<file path="src/hdl/acfp_pkg.sv">
package acfp_pkg;

    // Parser phases.
    localparam logic [1:0] PHASE_WAIT  = 2'd0;
    localparam logic [1:0] PHASE_TENS  = 2'd1;
    localparam logic [1:0] PHASE_UNITS = 2'd2;
    localparam logic [1:0] PHASE_TERM  = 2'd3;

    // Frame characters.
    localparam logic [7:0] CHAR_SET   = 8'h3D; // '='
    localparam logic [7:0] CHAR_UP    = 8'h2B; // '+'
    localparam logic [7:0] CHAR_DOWN  = 8'h2D; // '-'
    localparam logic [7:0] CHAR_POWER = 8'h50; // 'P'
    localparam logic [7:0] CHAR_MUTE  = 8'h4D; // 'M'
    localparam logic [7:0] CHAR_TERM  = 8'h3B; // ';'
    localparam logic [7:0] CHAR_ZERO  = 8'h30; // '0'
    localparam logic [7:0] CHAR_NINE  = 8'h39; // '9'

    // Command codes.
    localparam logic [2:0] CMD_NONE  = 3'd0;
    localparam logic [2:0] CMD_SET   = 3'd1;
    localparam logic [2:0] CMD_UP    = 3'd2;
    localparam logic [2:0] CMD_DOWN  = 3'd3;
    localparam logic [2:0] CMD_POWER = 3'd4;
    localparam logic [2:0] CMD_MUTE  = 3'd5;

    typedef struct packed {
        logic [1:0] phase;
        logic [2:0] command;
        logic [6:0] value;
    } t_parse_state;

    typedef struct packed {
        logic       valid;
        logic [2:0] command_code;
        logic [6:0] frame_value;
    } t_frame_result;

endpackage

</file>
<file path="src/hdl/acfp_step.sv">
module acfp_step (
    input  acfp_pkg::t_parse_state  i_state,
    input  logic [7:0]              i_byte,
    output acfp_pkg::t_parse_state  o_state,
    output acfp_pkg::t_frame_result o_result
);

    logic [2:0] cmd_code;
    logic       is_digit;
    logic [6:0] digit;

    always_comb begin
        unique case (i_byte)
            acfp_pkg::CHAR_SET:   cmd_code = acfp_pkg::CMD_SET;
            acfp_pkg::CHAR_UP:    cmd_code = acfp_pkg::CMD_UP;
            acfp_pkg::CHAR_DOWN:  cmd_code = acfp_pkg::CMD_DOWN;
            acfp_pkg::CHAR_POWER: cmd_code = acfp_pkg::CMD_POWER;
            acfp_pkg::CHAR_MUTE:  cmd_code = acfp_pkg::CMD_MUTE;
            default:              cmd_code = acfp_pkg::CMD_NONE;
        endcase
    end

    assign is_digit = (i_byte >= acfp_pkg::CHAR_ZERO) && (i_byte <= acfp_pkg::CHAR_NINE);
    assign digit    = {3'd0, i_byte[3:0]};

    always_comb begin
        o_state               = i_state;
        o_result.valid        = 1'b0;
        o_result.command_code = i_state.command;
        o_result.frame_value  = i_state.value;
        unique case (i_state.phase)
            acfp_pkg::PHASE_WAIT: begin
                if (cmd_code != acfp_pkg::CMD_NONE) begin
                    o_state.command = cmd_code;
                    o_state.phase   = acfp_pkg::PHASE_TENS;
                end
            end
            acfp_pkg::PHASE_TENS: begin
                if (is_digit) begin
                    // Times ten as two shifted copies.
                    o_state.value = (digit << 3) + (digit << 1);
                    o_state.phase = acfp_pkg::PHASE_UNITS;
                end else begin
                    o_state.phase = acfp_pkg::PHASE_WAIT;
                end
            end
            acfp_pkg::PHASE_UNITS: begin
                if (is_digit) begin
                    o_state.value = i_state.value + digit;
                    o_state.phase = acfp_pkg::PHASE_TERM;
                end else begin
                    o_state.phase = acfp_pkg::PHASE_WAIT;
                end
            end
            default: begin
                o_result.valid = (i_byte == acfp_pkg::CHAR_TERM);
                o_state.phase  = acfp_pkg::PHASE_WAIT;
            end
        endcase
    end

endmodule

</file>
<file path="src/hdl/ascii_command_frame_parser.sv">
// Channel   Direction  Handshake            Payload
// rx        in         i_valid / o_stall    i_rx_byte[7:0]
// frame     out        o_valid / i_stall    o_command_code[2:0], o_frame_value[6:0]
//
// A byte beat is taken into an input register, parsed from there, and a
// completed frame lands in the output register.
// One byte per cycle is sustained while the output register is not stalled;
// the parser state updates once per byte. Reset returns the parser to waiting
// for a command and empties both registers. When the output register is full
// and stalled, the input register holds and o_stall rises, so at most one byte waits behind a pending result.
module ascii_command_frame_parser (
    input  logic       i_clk,
    input  logic       i_rst_n,
    input  logic       i_valid,
    output logic       o_stall,
    input  logic [7:0] i_rx_byte,
    output logic       o_valid,
    input  logic       i_stall,
    output logic [2:0] o_command_code,
    output logic [6:0] o_frame_value
);

    logic                    r_in_valid;
    logic [7:0]              r_in_byte;
    logic                    r_out_valid;
    logic [2:0]              r_out_code;
    logic [6:0]              r_out_value;
    acfp_pkg::t_parse_state  r_state;
    acfp_pkg::t_parse_state  n_state;
    acfp_pkg::t_frame_result step_result;
    logic                    out_free;
    logic                    advance;
    logic                    accept;

    acfp_step u_step (
        .i_state  (r_state),
        .i_byte   (r_in_byte),
        .o_state  (n_state),
        .o_result (step_result)
    );

    assign out_free = !r_out_valid || !i_stall;
    assign advance  = r_in_valid && out_free;
    assign o_stall  = r_in_valid && !out_free;
    assign accept   = i_valid && !o_stall;

    always_ff @(posedge i_clk) begin
        if (!i_rst_n) begin
            r_in_valid    <= 1'b0;
            r_out_valid   <= 1'b0;
            r_state.phase   <= acfp_pkg::PHASE_WAIT;
            r_state.command <= acfp_pkg::CMD_NONE;
            r_state.value   <= 7'd0;
        end else begin
            if (accept) begin
                r_in_valid <= 1'b1;
            end else if (advance) begin
                r_in_valid <= 1'b0;
            end
            if (advance) begin
                r_state     <= n_state;
                r_out_valid <= step_result.valid;
            end else if (!i_stall) begin
                r_out_valid <= 1'b0;
            end
        end
    end

    always_ff @(posedge i_clk) begin
        if (accept) begin
            r_in_byte <= i_rx_byte;
        end
        if (advance && step_result.valid) begin
            r_out_code  <= step_result.command_code;
            r_out_value <= step_result.frame_value;
        end
    end

    assign o_valid        = r_out_valid;
    assign o_command_code = r_out_code;
    assign o_frame_value  = r_out_value;

endmodule

</file>
<file path="config.mk">
export PLATFORM = sky130hd
export DESIGN_NAME = ascii_command_frame_parser
export DESIGN_NICKNAME = d
export VERILOG_FILES = /design/src/hdl/acfp_pkg.sv /design/src/hdl/acfp_step.sv /design/src/hdl/ascii_command_frame_parser.sv
export SDC_FILE = /design/constraint.sdc
export NUM_CORES = 1
export LEC_CHECK = 0
export BUFFER_PORTS_ARGS = -buffer_cell sky130_fd_sc_hd__buf_2
export CAP_MARGIN = 20
export CORE_ASPECT_RATIO = 0.7
export CORE_MARGIN = 4
export CORE_UTILIZATION = 63
export CTS_BUF_LIST = sky130_fd_sc_hd__clkbuf_8
export DETAILED_ROUTE_END_ITERATION = 8
export PLACE_DENSITY = 0.87
export SETUP_SLACK_MARGIN = 0.02
export SLEW_MARGIN = 20
export SYNTH_ARGS = -nofsm -noshare
export SYNTH_HDL_FRONTEND = slang
export SYNTH_SLANG_ARGS = --single-unit
</file>
<file path="constraint.sdc">
create_clock -name i_clk -period 4.6 [get_ports i_clk]
set_input_delay 1.15 -clock i_clk [delete_from_list [all_inputs] [get_ports i_clk]]
set_output_delay 1.15 -clock i_clk [all_outputs]
set_load 0.02 [all_outputs]
</file>
; After elaboration in Yosys (flattened, before gate mapping)
; Cells that the tools add are included.
[totals]
in_bits = 12
register_bits = 32
word_cells = 55
out_inout_bits = 12
[classes]
n_reduce_logical = 18
muxes = 13
n_eq_ne = 12
order_cmp = 2
n_addsub = 2
[op_table]
columns = op, n
row1 = $eq A8 B6 Y1 const B, 4
row2 = $eq A8 B7 Y1 const B, 2
row3 = $pmux W3 S5, 1
row4 = $mux W7, 2
row5 = $pmux W7 S2, 1
row6 = $ge A8 B6 Y1 const B, 1
row7 = $le A8 B6 Y1 const B, 1
row8 = $ne A2 B1 Y1 const B, 4
row9 = $add A7 B4 Y7, 1
row10 = $add A7 B5 Y7, 1
row11 = $pmux W2 S3, 1
row12 = $logic_and A1 B1 Y1, 5
row13 = $mux W1, 5
row14 = $mux W5, 1
row15 = $logic_not A1 Y1, 4
row16 = $mux W2, 2
row17 = $reduce_and A4 Y1, 1
row18 = $reduce_bool A2 Y1, 2
row19 = $reduce_and A3 Y1, 1
row20 = $reduce_bool A3 Y1, 1
row21 = $reduce_or A3 Y1, 1
row22 = $eq A2 B1 Y1 const B, 1
row23 = $eq A2 B2 Y1 const B, 1
row24 = $logic_not A2 Y1, 1
row25 = other kinds (2), 2

; Longest topological paths before layout
[depth]
ltp_word = 7
depth_mapped = 8
mapped_depth_nobuf = 8

; Modules after synthesis
; A second synthesis with hierarchy kept.
[unflattened]
cells_unflattened = 195
area_unflattened_um2 = 1948.1
[by_module_without_submodules]
columns = mod, instances, cells_each, area_per_inst_um2, seq_area_each_um2
row1 = ascii_command_frame_parser, 1, 80, 1131.1, 820.8
row2 = acfp_step, 1, 115, 817.0, 0.0

; Worst setup path after synthesis
; Ideal clock, no wire load.
[synth_path]
path_kind = input -> output
from = in i_stall
to = out o_stall
required_time_ps = 3450
slack_ps = 2014
path_buffers = 0
t_arrival_ps = 1436
stages = 1
path_cell_list = and3_1
[synth_between]
elab_chain_len = 4
[synth_lines]
columns = item, line
row1 = from (decl), ascii_command_frame_parser.sv:18  ; input logic i_stall,
row2 = $logic_not A1 Y1, -
row3 = $logic_or A1 B1 Y1, ascii_command_frame_parser.sv:42  ; assign out_free = !r_out_valid || !i_stall;
row4 = $logic_not A1 Y1, ascii_command_frame_parser.sv:44  ; assign o_stall = r_in_valid && !out_free;
row5 = $logic_and A1 B1 Y1, ascii_command_frame_parser.sv:44
row6 = to (decl), ascii_command_frame_parser.sv:15  ; output logic o_stall,
; Every way passes these cells.

; Worst setup path in the final report
; Ends and elaborated chain as after synthesis.

==> impl.org <==
** Yosys
- Area share of the largest cell type after synthesis :: 0.3298
- Largest area contributor in the netlist :: edfxtp_1
- Register area share after synthesis :: 0.5008
- Synthesized-area fraction occupied by and/or/nand/nor cells :: 0.1603
- Count of different cell masters after synthesis :: 39
- Of the total synthesized cell area, the portion taken by full adders, half adders and majority gates is 0.1084.
- Yosys printed 0 warnings.
- When the netlist entered floorplanning its net count stood at 178.
- In this run the cell area of the synthesized design comes to 1639 um^2.
- Number of cells produced by synthesis :: 153
- Area fraction in compound gates after synthesis :: 0.1374
- XOR/XNOR share of the synthesized area :: 0.02137
- Measured against the total synthesized area, the mux share comes to 0.03664.
- Avg Inst Size Synth :: 10.71 um^2
- Yosys attributes the largest share of cell area to edfxtp_1 33%, dfxtp_1 17%, ha_1 8.4%, mux2i_1 3.7%, nand2_1 3.4%.
- After synthesis, the largest family of logic cells by area is simple AND/OR/NAND/NOR gates.
- Count of state elements after synthesis :: 32

** Route
- Residual DRC count :: 0
- After the first detailed-routing iteration, the DRC count stood at 93.
- The first detailed-routing pass ran for 4 iterations.
- Via-to-Cell Ratio :: 5.752
- Per-cell routed wire length :: 14.67 um
- Summing over every cut layer, the via total after detailed routing is 1231.
- Once detail routing completed, the nets flagged for antenna violations numbered 0.
- Aggregate routed wire length :: 3.139 mm

** Cells and area
- With fillers left out, the area of the finished cells amounts to ~1900 um^2.
- Sequential cell area :: 820.8 um^2
- Once layout is complete, the utilization of the core stands at 0.7657.
- For this run, the post-layout net count is slightly above 200.
- Filler Cell Count :: 180
- The number of antenna diodes in the final layout is 0.
- Of the cells placed in the final design, the portion with a size suffix greater than 1 is 0.2000.
- Summing all multi-input logic gate instances after layout gives 760.7 um^2.
- Compared with the post-synthesis result, the final layout area differs by 15.73%.

** Clocking
- Number of clock sinks :: 32
- TritonCTS built the clock tree.
- Maximum clock path buffer count :: 2
- Cts bufs inserted :: 5
- Root cell of the clock tree :: clkbuf_8
- Count of instances resized after the clock tree is built :: 0
- Hold repair after CTS inserted 0 buffers.
- After clock tree synthesis, the clock-pin slew on the worst setup and hold paths is 0.06 ns.
- Post-CTS repair timing setup buffer count :: 0
- Clock latency of the later-clocked register in the worst-skew pair :: 0.28 ns
- Number of H-tree levels :: 2

** Pwr
- The analysis attributes to net switching a power of approximately 0.12 mW.
- Max VDD drop :: 283.4 uV
- Register share of total power :: 0.507
- Summed over all cells, the static leakage comes to 0.7374 nW.
- Power spread over the standard cell area amounts to 329.4 nW/um^2.
- Total power after layout :: 0.6249 mW
- The share of total power dissipated in combinational logic is 0.064.
- Of the total power, the share spent switching nets is 0.1987.
- Part of the power in the clock network :: 0.429
- The internal power of the cells totals ~0.50 mW.

** Floorplan
- The die covers ~3500 um^2.
- Area of the placeable core :: 2477 um^2
- For this design the top-level I/O count stands at 24.
- The die is 68.97 um wide.
- In this run the core area contains 15 standard-cell rows.
- Measured along the y axis, the die boundary spans 50.68 um.
- Starting Density :: 0.6616

** Place
- Detailed placement finished with a half-perimeter wire length of 2.326 mm.
- Routability-driven placement finished with a final weighted congestion of around 0.8.
- Cell area after placement :: 1780 um^2
- Port bufs :: 23

** STA
- Static timing analysis puts the maximum clock frequency at 0.3621 GHz.
- Adding up every negative setup slack in the final design gives 0 ns.
- Setup repair after global routing left no endpoint under its margin.
- For the pin with the worst max-slew slack, the measured transition is ~0.58 ns.
- In this run the tightest slew margin relative to its limit is 0.6047.
- Final setup violating endpoints :: 0
- Final critical-path required period :: around 2.8 ns
- Across the routed clock network, the largest skew measured is 0.004705 ns.
- Final slew viol count :: 0
- Number of hold-slack violations in the final timing report :: 0
- Ratio of final minimum period to clock period :: 0.6003

** Worst setup path
- Critical path peak fanout :: 3
- The critical path in this run is classified as in -> out.
- For the worst setup path, the data required time is 3.45 ns.
- Startpoint Class :: input pin
- Signal arrival time at the worst endpoint :: 1.61 ns
- Type of element capturing the critical path :: output port

** Hold path
- Path class of the lowest-slack min-delay path :: reg -> reg

** Global route
- Tot GR Track Use :: 0.2134
- Entering global routing, the biggest net connects 17 pins.
- The total overflow left after global routing is 0.
- Number of global-route vias before repair :: between 1000 and 1500
- The first global-routing pass estimated between 5 and 6 mm of wire.
- Antenna violations before repair :: 0

** Flow run
- Max-cap viol count :: 0

** Outcome
- Status :: completed
-- metrics by stage --
step / setup WS, ns / hold WS (ns) / cells
finish: 1.838 / 0.4414 / 214
global route: 1.814 / 0.4526 / 214
CTS: 1.835 / 0.4426 / 214
detailed placement: 1.838 / 0.4278 / 206
global placement: 1.853 / 0.4160 / 206
floorplan: 2.014 / 0.4081 / 153
-- cells in the mapped netlist, drive strengths merged --
cell,instances
o211a,1
nor2,9
ha,11
or3,1
and4bb,1
edfxtp,18
a2111oi,1
nor4b,1
a211oi,2
o22ai,2
a21oi,11
o21bai,1
or3b,2
clkbuf,3
o21ai,11
nand3,2
dfxtp,14
nand4,1
nand2,15
xor2,1
o32a,1
a21o,2
inv,11
o22a,2
and3,3
xnor2,3
nor2b,4
fa,2
nand4b,2
o211ai,2
or4b,2
buf,1
mux2i,6
and2,2
nand2b,2
-- final timing paths --
kind                           start                     endpoint  slack (ns)  depth (start not counted)
max reg2reg   r_in_byte[0]$_DFFE_PP_      r_state[6]$_SDFFE_PN0P_        2.50                          8
min          r_state[8]$_SDFFE_PN0P_  o_command_code[1]$_DFFE_PP_        0.44                          0
min reg2reg  r_state[8]$_SDFFE_PN0P_  o_command_code[1]$_DFFE_PP_        0.44                          0
max                          i_stall                      o_stall        1.84                          3
-- worst max-delay path: stages --
cell and delay (ns):
buf_2 0.10, and3_1 0.20, buf_2 0.16
-- area by class of cell --
class,count,share of cell area
multi-input combinational,106,0.4011
sequential,32,0.4327
clock buffer,6,0.04354
clock inverter,2,0.01781
tap,34,0.02243
timing repair buffer,23,0.06069
inverter,11,0.02177
-- kinds of logic after synthesis --
logic type	Yosys count
xor gates and xnor gates	4
and+or+nand+nor	47
adders and majority gates	13
AOI/OAI and AO/OA	36
buffers and inverters	15
DFF	32
muxes	6
-- metal layers --
metal | vias to the layer above | part of all wire | track usage
met5 | - | 0 | 0
met1 | 568 | 0.43 | 0.2507
met2 | 46 | 0.46 | 0.3339
met4 | 0 | 0.027 | 0.1230
met3 | 10 | 0.080 | 0.07383
li1 | 607 | - | -
-- power by group through the flow --
stage / Sequential (mW) / Clock (mW) / Combinational, mW
6_report: 0.317 / 0.268 / 0.0401
5_1_grt: 0.318 / 0.290 / 0.0449
4_1_cts: 0.316 / 0.276 / 0.0396
3_5_place_dp: 0.322 / 0 / 0.0389
3_3_place_gp: 0.322 / 0 / 0.0373
2_1_floorplan: 0.320 / 0 / 0.0289
-- cell usage in the layout (no fill, tap or decap), types with 2 or more instances in the layout --
cell type / instances
buf_2: 23
edfxtp_1: 18
nand2_1: 15
dfxtp_1: 14
inv_1: 11
a21oi_1: 11
ha_1: 11
o21ai_0: 9
nor2_1: 9
mux2i_1: 6
clkbuf_8: 6
nor2b_1: 4
xnor2_1: 3
nand4b_1: 2
and2_1: 2
nand3_1: 2
and3_1: 2
a21o_1: 2
a211oi_1: 2
o211ai_1: 2
or3b_2: 2
o22a_1: 2
o22ai_1: 2
nand2b_1: 2
fa_1: 2
-- registers in the layout (all words and copies together) (netlist names) --
register / count
o_valid: 1
r_state: 12
r_in_byte: 8
o_command_code: 3
r_in_valid: 1
o_frame_value: 7
Power figures use the tool's default switching activity.
